===== config.mk =====
export PLATFORM = sky130hd
export DESIGN_NAME = mode_inherited_variable_store_unit
export DESIGN_NICKNAME = d
export VERILOG_FILES = /design/src/rtl/core/mivs_pkg.sv /design/src/rtl/core/mivs_ram.sv /design/src/rtl/core/mode_inherited_variable_store_unit.sv
export SDC_FILE = /design/constraint.sdc
export NUM_CORES = 2
export LEC_CHECK = 0
export ABC_AREA = 0
export BUFFER_PORTS_ARGS = -buffer_cell sky130_fd_sc_hd__clkbuf_2
export CAP_MARGIN = 30
export CORE_ASPECT_RATIO = 1.1
export CORE_MARGIN = 2
export CORE_UTILIZATION = 37
export DETAILED_ROUTE_END_ITERATION = 16
export SLEW_MARGIN = 0
export SYNTH_ARGS = -nofsm -noshare
export SYNTH_HDL_FRONTEND = slang
export SYNTH_HIERARCHICAL = 1
export SYNTH_SLANG_ARGS = --single-unit
export TNS_END_PERCENT = 50

===== constraint.sdc =====
create_clock -name i_clk -period 6.2 [get_ports i_clk]
set_input_delay 0.31 -clock i_clk [delete_from_list [all_inputs] [get_ports i_clk]]
set_output_delay 0.31 -clock i_clk [all_outputs]
set_load 0.01 [all_outputs]

===== src/rtl/core/mivs_pkg.sv =====
// Package with the constants, types and helper functions of the variable store.
package mivs_pkg;

    localparam int NUM_MODES   = 9;
    localparam int NUM_GVARS   = 12;
    localparam int PLAIN_GVARS = 7;

    localparam int MODE_W  = $clog2(NUM_MODES);
    localparam int STEP_W  = $clog2(NUM_MODES);
    localparam int DEPTH   = NUM_MODES * NUM_GVARS;
    localparam int ADDR_W  = (DEPTH > 1) ? $clog2(DEPTH) : 1;
    localparam int PIDX_W  = (PLAIN_GVARS > 1) ? $clog2(PLAIN_GVARS) : 1;
    localparam int VAL_W   = 12;
    localparam int WORD_W  = 16;
    localparam int RMODE_W = 4;
    localparam int IDX_W   = 4;

    localparam int IN_W  = 32;
    localparam int OUT_W = 24;
    localparam int CFG_W = 12;

    localparam logic [1:0] ACT_READ   = 2'd0;
    localparam logic [1:0] ACT_SCALED = 2'd1;
    localparam logic [1:0] ACT_WRITE  = 2'd2;
    localparam logic [1:0] ACT_INIT   = 2'd3;

    localparam logic [1:0] CFG_MULTI_MODE = 2'd0;
    localparam logic [1:0] CFG_GVAR_MAX   = 2'd1;
    localparam logic [1:0] CFG_PRECISION  = 2'd2;

    localparam logic [10:0] GVAR_MAX_RESET = 11'd1024;

    typedef enum logic [1:0] {
        ST_IDLE,
        ST_FETCH,
        ST_CHECK,
        ST_DONE
    } t_state;

    function automatic logic [ADDR_W-1:0] f_addr(input logic [MODE_W-1:0] fm,
                                                 input logic [IDX_W-1:0] idx);
        return ADDR_W'(fm) * ADDR_W'(NUM_GVARS) + ADDR_W'(idx);
    endfunction

    function automatic logic [WORD_W-1:0] f_finish(input logic [WORD_W-1:0] raw,
                                                   input logic scale,
                                                   input logic neg);
        logic [WORD_W-1:0] s;
        s = scale ? ((raw << 3) + (raw << 1)) : raw;
        return neg ? (WORD_W'(0) - s) : s;
    endfunction

endpackage


===== src/rtl/core/mivs_ram.sv =====
// Generic single-port-write, single-port-read RAM with registered read data.
module mivs_ram #(
    parameter int WIDTH = 12,
    parameter int DEPTH = 108,
    localparam int AW = (DEPTH > 1) ? $clog2(DEPTH) : 1
) (
    input  logic             i_clk,
    input  logic             i_we,
    input  logic [AW-1:0]    i_waddr,
    input  logic [WIDTH-1:0] i_wdata,
    input  logic [AW-1:0]    i_raddr,
    output logic [WIDTH-1:0] o_rdata
);

    logic [WIDTH-1:0] r_mem [DEPTH];
    logic [WIDTH-1:0] r_rdata;

    always_ff @(posedge i_clk) begin
        if (i_we) begin
            r_mem[i_waddr] <= i_wdata;
        end
        r_rdata <= r_mem[i_raddr];
    end

    assign o_rdata = r_rdata;

endmodule


===== src/rtl/core/mode_inherited_variable_store_unit.sv =====
// Top level of the mode-inherited variable store with its resolve sequencer.
// Init, plain-table and index-error items go straight to the result state; a per-mode access
// first walks the inheritance chain, reading one stored entry per link.
// One item at a time: each link passes through the FETCH state (RAM read) and the CHECK state (compare/subtract).
// Reset is synchronous, active low; it restores the control and configuration registers and clears all valid bits.
module mode_inherited_variable_store_unit import mivs_pkg::*; (
    input  logic             i_clk,
    input  logic             i_rst_n,
    input  logic             i_s_tvalid,
    output logic             o_s_tready,
    // action[1:0], gvar_ref[6:2], mode[10:7], write_value[26:11], zero fill.
    input  logic [IN_W-1:0]  i_s_tdata,
    output logic             o_m_tvalid,
    input  logic             i_m_tready,
    // read_value[15:0], resolved_mode[19:16], index_ok[20], zero fill.
    output logic [OUT_W-1:0] o_m_tdata,
    input  logic             i_cfg_we,
    input  logic [1:0]       i_cfg_idx,
    input  logic [CFG_W-1:0] i_cfg_data
);

    t_state              r_state, n_state;
    logic                r_mme;
    logic [10:0]         r_gvar_max;
    logic [11:0]         r_prec;
    logic [VAL_W-1:0]    r_init_link, n_init_link;
    logic [DEPTH-1:0]    r_valid, n_valid;
    logic [WORD_W-1:0]   r_plain [PLAIN_GVARS];
    logic [WORD_W-1:0]   n_plain [PLAIN_GVARS];
    logic [1:0]          r_action, n_action;
    logic                r_neg, n_neg;
    logic                r_scale, n_scale;
    logic [IDX_W-1:0]    r_idx, n_idx;
    logic [VAL_W-1:0]    r_wv, n_wv;
    logic [MODE_W-1:0]   r_fm, n_fm;
    logic [STEP_W-1:0]   r_step, n_step;
    logic                r_ok, n_ok;
    logic [RMODE_W-1:0]  r_rmode, n_rmode;
    logic [WORD_W-1:0]   r_res, n_res;
    logic                r_out_valid, n_out_valid;
    logic [OUT_W-1:0]    r_out_data, n_out_data;

    logic                ram_we;
    logic [ADDR_W-1:0]   cur_addr;
    logic [VAL_W-1:0]    ram_rdata;
    logic [VAL_W-1:0]    val;
    logic                is_real;
    logic [12:0]         diff;
    logic [11:0]         nxt;
    logic [1:0]          in_action;
    logic [4:0]          in_ref;
    logic [3:0]          in_mode;
    logic [WORD_W-1:0]   in_wv;
    logic                in_neg;
    logic [IDX_W-1:0]    in_idx;
    logic [WORD_W-1:0]   prec_ext;

    assign cur_addr  = f_addr(r_fm, r_idx);
    assign in_action = i_s_tdata[1:0];
    assign in_ref    = i_s_tdata[6:2];
    assign in_mode   = i_s_tdata[10:7];
    assign in_wv     = i_s_tdata[26:11];
    assign in_neg    = in_ref[4];
    assign in_idx    = in_neg ? ~in_ref[3:0] : in_ref[3:0];
    assign prec_ext  = WORD_W'(r_prec);

    mivs_ram #(
        .WIDTH (VAL_W),
        .DEPTH (DEPTH)
    ) u_ram (
        .i_clk   (i_clk),
        .i_we    (ram_we),
        .i_waddr (cur_addr),
        .i_wdata (r_wv),
        .i_raddr (cur_addr),
        .o_rdata (ram_rdata)
    );

    assign val     = r_valid[cur_addr] ? ram_rdata
                   : ((r_fm == '0) ? VAL_W'(0) : r_init_link);
    assign is_real = $signed({val[11], val}) <= $signed({2'b00, r_gvar_max});
    assign diff    = {val[11], val} - {2'b00, r_gvar_max} - 13'd1;

    always_comb begin
        nxt = {1'b0, diff[10:0]};
        if (nxt >= 12'(r_fm)) begin
            nxt = nxt + 12'd1;
        end
    end

    always_ff @(posedge i_clk) begin
        if (!i_rst_n) begin
            r_mme      <= 1'b0;
            r_gvar_max <= GVAR_MAX_RESET;
            r_prec     <= '0;
        end else if (i_cfg_we) begin
            case (i_cfg_idx)
                CFG_MULTI_MODE: r_mme      <= i_cfg_data[0];
                CFG_GVAR_MAX:   r_gvar_max <= i_cfg_data[10:0];
                CFG_PRECISION:  r_prec     <= i_cfg_data[11:0];
                default: ;
            endcase
        end
    end

    always_ff @(posedge i_clk) begin
        if (!i_rst_n) begin
            r_state     <= ST_IDLE;
            r_out_valid <= 1'b0;
            r_valid     <= '0;
            r_plain     <= '{default: '0};
            r_init_link <= 12'({1'b0, GVAR_MAX_RESET} + 12'd1);
        end else begin
            r_state     <= n_state;
            r_out_valid <= n_out_valid;
            r_valid     <= n_valid;
            r_plain     <= n_plain;
            r_init_link <= n_init_link;
        end
    end

    always_ff @(posedge i_clk) begin
        r_action   <= n_action;
        r_neg      <= n_neg;
        r_scale    <= n_scale;
        r_idx      <= n_idx;
        r_wv       <= n_wv;
        r_fm       <= n_fm;
        r_step     <= n_step;
        r_ok       <= n_ok;
        r_rmode    <= n_rmode;
        r_res      <= n_res;
        r_out_data <= n_out_data;
    end

    always_comb begin
        n_state     = r_state;
        n_valid     = r_valid;
        n_plain     = r_plain;
        n_init_link = r_init_link;
        n_action    = r_action;
        n_neg       = r_neg;
        n_scale     = r_scale;
        n_idx       = r_idx;
        n_wv        = r_wv;
        n_fm        = r_fm;
        n_step      = r_step;
        n_ok        = r_ok;
        n_rmode     = r_rmode;
        n_res       = r_res;
        n_out_valid = r_out_valid && !i_m_tready;
        n_out_data  = r_out_data;
        ram_we      = 1'b0;
        o_s_tready  = 1'b0;

        case (r_state)
            ST_IDLE: begin
                o_s_tready = 1'b1;
                if (i_s_tvalid) begin
                    n_action = in_action;
                    n_neg    = in_neg;
                    n_idx    = in_idx;
                    n_wv     = in_wv[VAL_W-1:0];
                    n_scale  = (in_action == ACT_SCALED) && !prec_ext[in_idx];
                    n_ok     = 1'b1;
                    n_rmode  = '0;
                    n_res    = '0;
                    n_fm     = '0;
                    n_step   = '0;
                    n_state  = ST_DONE;
                    case (in_action)
                        ACT_INIT: begin
                            n_valid     = '0;
                            n_plain     = '{default: '0};
                            n_init_link = 12'({1'b0, r_gvar_max} + 12'd1);
                        end
                        ACT_WRITE: begin
                            if (in_neg) begin
                                n_ok = 1'b0;
                            end else if (!r_mme) begin
                                if ({1'b0, in_idx} < 5'(PLAIN_GVARS)) begin
                                    n_plain[in_idx[PIDX_W-1:0]] = in_wv;
                                end else begin
                                    n_ok = 1'b0;
                                end
                            end else if ({1'b0, in_idx} < 5'(NUM_GVARS)) begin
                                n_state = ST_FETCH;
                            end else begin
                                n_ok = 1'b0;
                            end
                        end
                        default: begin
                            if (!r_mme) begin
                                if ({1'b0, in_idx} < 5'(PLAIN_GVARS)) begin
                                    n_res = f_finish(r_plain[in_idx[PIDX_W-1:0]],
                                                     n_scale, in_neg);
                                end else begin
                                    n_ok = 1'b0;
                                end
                            end else if ({1'b0, in_idx} < 5'(NUM_GVARS)) begin
                                n_state = ST_FETCH;
                            end else begin
                                n_ok = 1'b0;
                            end
                        end
                    endcase
                    if (n_state == ST_FETCH) begin
                        if ({1'b0, in_mode} >= 5'(NUM_MODES)) begin
                            n_ok = 1'b0;
                        end else begin
                            n_fm = in_mode[MODE_W-1:0];
                        end
                    end
                end
            end
            ST_FETCH: begin
                n_state = ST_CHECK;
            end
            ST_CHECK: begin
                n_state = ST_FETCH;
                if (r_fm == '0 || is_real) begin
                    n_rmode = RMODE_W'(r_fm);
                    n_state = ST_DONE;
                    if (r_action == ACT_WRITE) begin
                        ram_we            = 1'b1;
                        n_valid[cur_addr] = 1'b1;
                    end else begin
                        n_res = f_finish({{(WORD_W-VAL_W){val[VAL_W-1]}}, val},
                                         r_scale, r_neg);
                    end
                end else if (nxt >= 12'(NUM_MODES)) begin
                    n_fm = '0;
                    n_ok = 1'b0;
                end else if (r_step == STEP_W'(NUM_MODES - 1)) begin
                    n_fm = '0;
                end else begin
                    n_fm   = nxt[MODE_W-1:0];
                    n_step = r_step + STEP_W'(1);
                end
            end
            ST_DONE: begin
                if (!r_out_valid || i_m_tready) begin
                    n_out_valid = 1'b1;
                    n_out_data  = {3'b000, r_ok, r_rmode, r_res};
                    n_state     = ST_IDLE;
                end
            end
            default: begin
                n_state = ST_IDLE;
            end
        endcase
    end

    assign o_m_tvalid = r_out_valid;
    assign o_m_tdata  = r_out_data;

endmodule


==> flow_metrics.env <==
export IMPL_status="finished, violations left"
export IMPL_violations="setup timing"
export IMPL_maxSlewViolCount=0
export IMPL_coreArea_um2=183900
export IMPL_crit_path_start_kind="flop"
export IMPL_max_slew_worst_pin_slew_ns=1.114
export IMPL_p_per_area_nw_per_um2=355.8
export IMPL_cts_root_buffer="clkbuf_16"
export IMPL_start_util=0.3725
export IMPL_place_congestion=0.8453
export IMPL_drive_gt1_frac=0.2342
export IMPL_synth_area_um2=68510
export IMPL_post_route_period_util=1.002
export IMPL_critical_path_class="reg -> reg"
export IMPL_die_h_um=455.3
export IMPL_clkTransAtPathRegs_ns=0.06
export IMPL_ant_nets=0
export IMPL_grtUsageTotal=0.1831
export IMPL_vias_per_cell=5.500
export IMPL_final_cells=7225
export IMPL_end_kind="flop"
export IMPL_rrSetupSlack_ns=-0.01
export IMPL_routed_wl_um=176200
export IMPL_arrival_ns=6.72
export IMPL_io_pins=77
export IMPL_first_iter_violations=3949
export IMPL_clkLatencyLatePin_ns=0.81
export IMPL_crit_fanout=5
export IMPL_grt_pass1_wl_um=259300
export IMPL_period_minus_slack_ns=6.210
export IMPL_syn2layout_area_growth_pct=17.85
export IMPL_pre_cts_slack_ns=-0.2846
export IMPL_final_setup_tns_ns=-0.03699
export IMPL_r2r_start="r_fm[0]"
export IMPL_routed_via_count=39739
export IMPL_htree_levels=4
export IMPL_crit_chain="inv_2 -> ha_4 -> inv_2 -> fa_2 -> mux4_2 -> mux4_2 -> nand2b_4 -> a21o_4 -> nand2_4 -> and2_4 -> a31o_4 -> ha_4 -> a21o_1 -> a21oi_4 -> o211ai_2 -> a31oi_2 -> xnor2_2 -> or3_4 -> or4_4 -> a311o_1 -> a22oi_4 -> o211ai_4 -> a21oi_4"
export IMPL_antenna_found_initial=6
export IMPL_rsz0062_at_grt="true"
export IMPL_grt_overflow_total=0
export IMPL_worst_ep_required_time_ns=6.71
export IMPL_report_final_hold_viol_count=0
export IMPL_port_buffers=68
export IMPL_use_met1=0.2409
export IMPL_seqCellArea_um2=46440
export IMPL_slowest_stage="fa_2"
export IMPL_ys_seq_area_frac=0.6779
export IMPL_synthCells=4296
export IMPL_leakagePower_nw=27.03
export IMPL_cts_tree="built"
export IMPL_rows=165
export IMPL_synth_largest_area_cell="edfxtp_1"
export IMPL_min_path_type="in -> reg"
export IMPL_synth_seq_cells=1637
export IMPL_gr_max_usage_layer="met2"
export IMPL_clock_skew_ns=0.03198
export IMPL_grt_pass1_vias=39400
export IMPL_die_w_um=414.3
export IMPL_ys_warn_count=6
export IMPL_maxCapViolCount=0
export IMPL_synth_area_per_cell_um2=15.95
export IMPL_clock_sinks=1637
export IMPL_dr_pass1_iters=8
export IMPL_crit_family="compound AO/OA/AOI/OAI gates"
export IMPL_setup_viol=4
export IMPL_synth_top_area_frac=0.5987
export IMPL_placed_cells_incl_taps=6845
export IMPL_fillers=15969
export IMPL_critPathBufInv=2
export IMPL_slew_headroom=0.2574
export IMPL_critPathCapture="r_step[1]"
export IMPL_ir_worst_vdd_uv=257.3
export IMPL_multi_input_area_um2=20790
export IMPL_drcViolationCount=0
export IMPL_num_nets_final=4778
export IMPL_dieArea_um2=188600
export IMPL_r2r_end="r_step[1]"
export IMPL_hpwl_um=111500
export IMPL_clk_path_buf_depth=3
export IMPL_max_freq_mhz=161.0
export IMPL_grt_max_degree=111
export IMPL_synthFlopType="edfxtp_1"
export IMPL_critPathLaunch="r_fm[0]"
export IMPL_final_util=0.4389
export IMPL_setup_ws_ns=-0.009504
export IMPL_numCtsBuffers=165
export IMPL_synth_async_sr_flop_share=0
export IMPL_wl_per_cell_um=24.39
export IMPL_worst_path_stages=23
export IMPL_reg2regPathDepth=23
export IMPL_synth_distinct_cells=107
export IMPL_slowest_delay_ns=0.61
export IMPL_grt_util_met3=0.02950
export IMPL_synth_edf_count=1366
export IMPL_grtUsageMet2=0.3132
export IMPL_synthTopCellsByArea="edfxtp_1 60%, dfxtp_1 7.9%, mux4_2 7.9%"
export IMPL_power_total_mw=28.72
## area by class of cell
class	count	area share
multi-input combinational	2329	0.2575
timing repair buffer	471	0.06101
sequential	1637	0.5752
clock buffer	214	0.05545
clock inverter	86	0.01010
antenna	1	0.00003099
tap	2421	0.03752
inverter	66	0.003115
## worst min-delay path by stage
stage / depth (start not counted) / endpoint / slack [ns] / startpoint
floorplan: 0 / o_m_tdata[0] / 0.40 / r_res[0]
global placement: 0 / o_m_tdata[20] / 0.40 / r_ok
detailed placement: 0 / o_m_tdata[19] / 0.40 / r_rmode[3]
CTS: 4 / r_plain[62] / 0.02 / i_s_tdata[25]
global route: 4 / r_plain[62] / 0.05 / i_s_tdata[25]
finish: 4 / r_plain[62] / 0.08 / i_s_tdata[25]
## worst min-delay path, delay by kind of cell
family,cells,cell delay (ns)
simple gates,2,0.27
compound gates,1,0.18
buf+inv,1,0.09
## power by group
| part | internal [mW] | switching (mW) | total [mW] |
|---|---|---|---|
| Clock | 5.54 | 4.24 | 9.79 |
| Combinational | 2.27 | 4.36 | 6.62 |
| Sequential | 12.2 | 0.0956 | 12.3 |
| Total | 20.0 | 8.70 | 28.7 |
## metal layers
metal	vias to the layer above	wire, um
li1	17724	-
met1	20558	74340
met3	258	9412
met2	1195	88240
met5	-	27
met4	4	4219
## per-stage QoR
step,hold slack (ns),area (um^2)
after floorplan,0.4003,68650
final,0.07845,80740
after global placement,0.4018,74100
after detailed placement,0.4045,74220
after CTS,0.01557,80210
after global routing,0.05140,80740
## state kept, by name (all words and copies together) (netlist names), 11 cells and up
name           flops
r_res             16
o_m_tdata         21
r_prec            12
r_gvar_max        11
u_ram/o_rdata     12
r_valid          108
r_plain          112
u_ram/r_mem     1296
r_wv              12
r_init_link       12
## cell usage in the layout (no fill, tap or decap), drive strengths merged, types with 36 or more instances in the layout
master / n
a21oi: 103
and2: 43
a22oi: 221
xnor2: 53
clkbuf: 281
o22ai: 63
o21ai: 158
clkinv: 62
dlygate4sd3: 42
nand2: 209
edfxtp: 1366
nor2: 195
buf: 362
a22o: 66
dfxtp: 271
nor2b: 171
inv: 76
mux2i: 248
mux4: 253
ha: 52
mux2: 36
nand3: 62
nor3: 47
## cells by family (layout without fill, tap and decap cells)
family / Yosys count / in the layout / synth area share
AO/OA/AOI/OAI: 806 / 806 / 0.08523
XOR/XNOR: 75 / 75 / 0.009698
adder cells (fa/ha/maj): 57 / 57 / 0.01096
buffers and inverters: 332 / 837 / 0.02743
flip-flops: 1637 / 1637 / 0.6779
multiplexers: 537 / 537 / 0.1263
other: 1 / 4 / 0.00005473
AND/OR/NAND/NOR: 851 / 851 / 0.06246
## synthesized netlist by cell type (36+ instances only)
| cell type | n |
|---|---|
| mux2i_1 | 247 |
| mux2_2 | 36 |
| nor3_1 | 46 |
| o22ai_1 | 58 |
| a22o_1 | 66 |
| nand3_1 | 61 |
| mux4_2 | 239 |
| ha_1 | 52 |
| buf_2 | 40 |
| edfxtp_1 | 1366 |
| xnor2_1 | 53 |
| dfxtp_1 | 271 |
| inv_1 | 63 |
| clkbuf_1 | 146 |
| and2_1 | 41 |
| nand2_1 | 208 |
| nor2b_1 | 171 |
| o21ai_0 | 147 |
| a21oi_1 | 101 |
| a22oi_1 | 219 |
| nor2_1 | 194 |
## repair_timing
item,in CTS,in global routing
gates cloned,0,2
endpoints found under the hold margin,59,0
hold buffers,42,0
pin swaps,23,49
gates resized for setup,31,101
endpoints found under the setup margin,578,1312
setup buffers,17,15
Power figures use the tool's default switching activity.
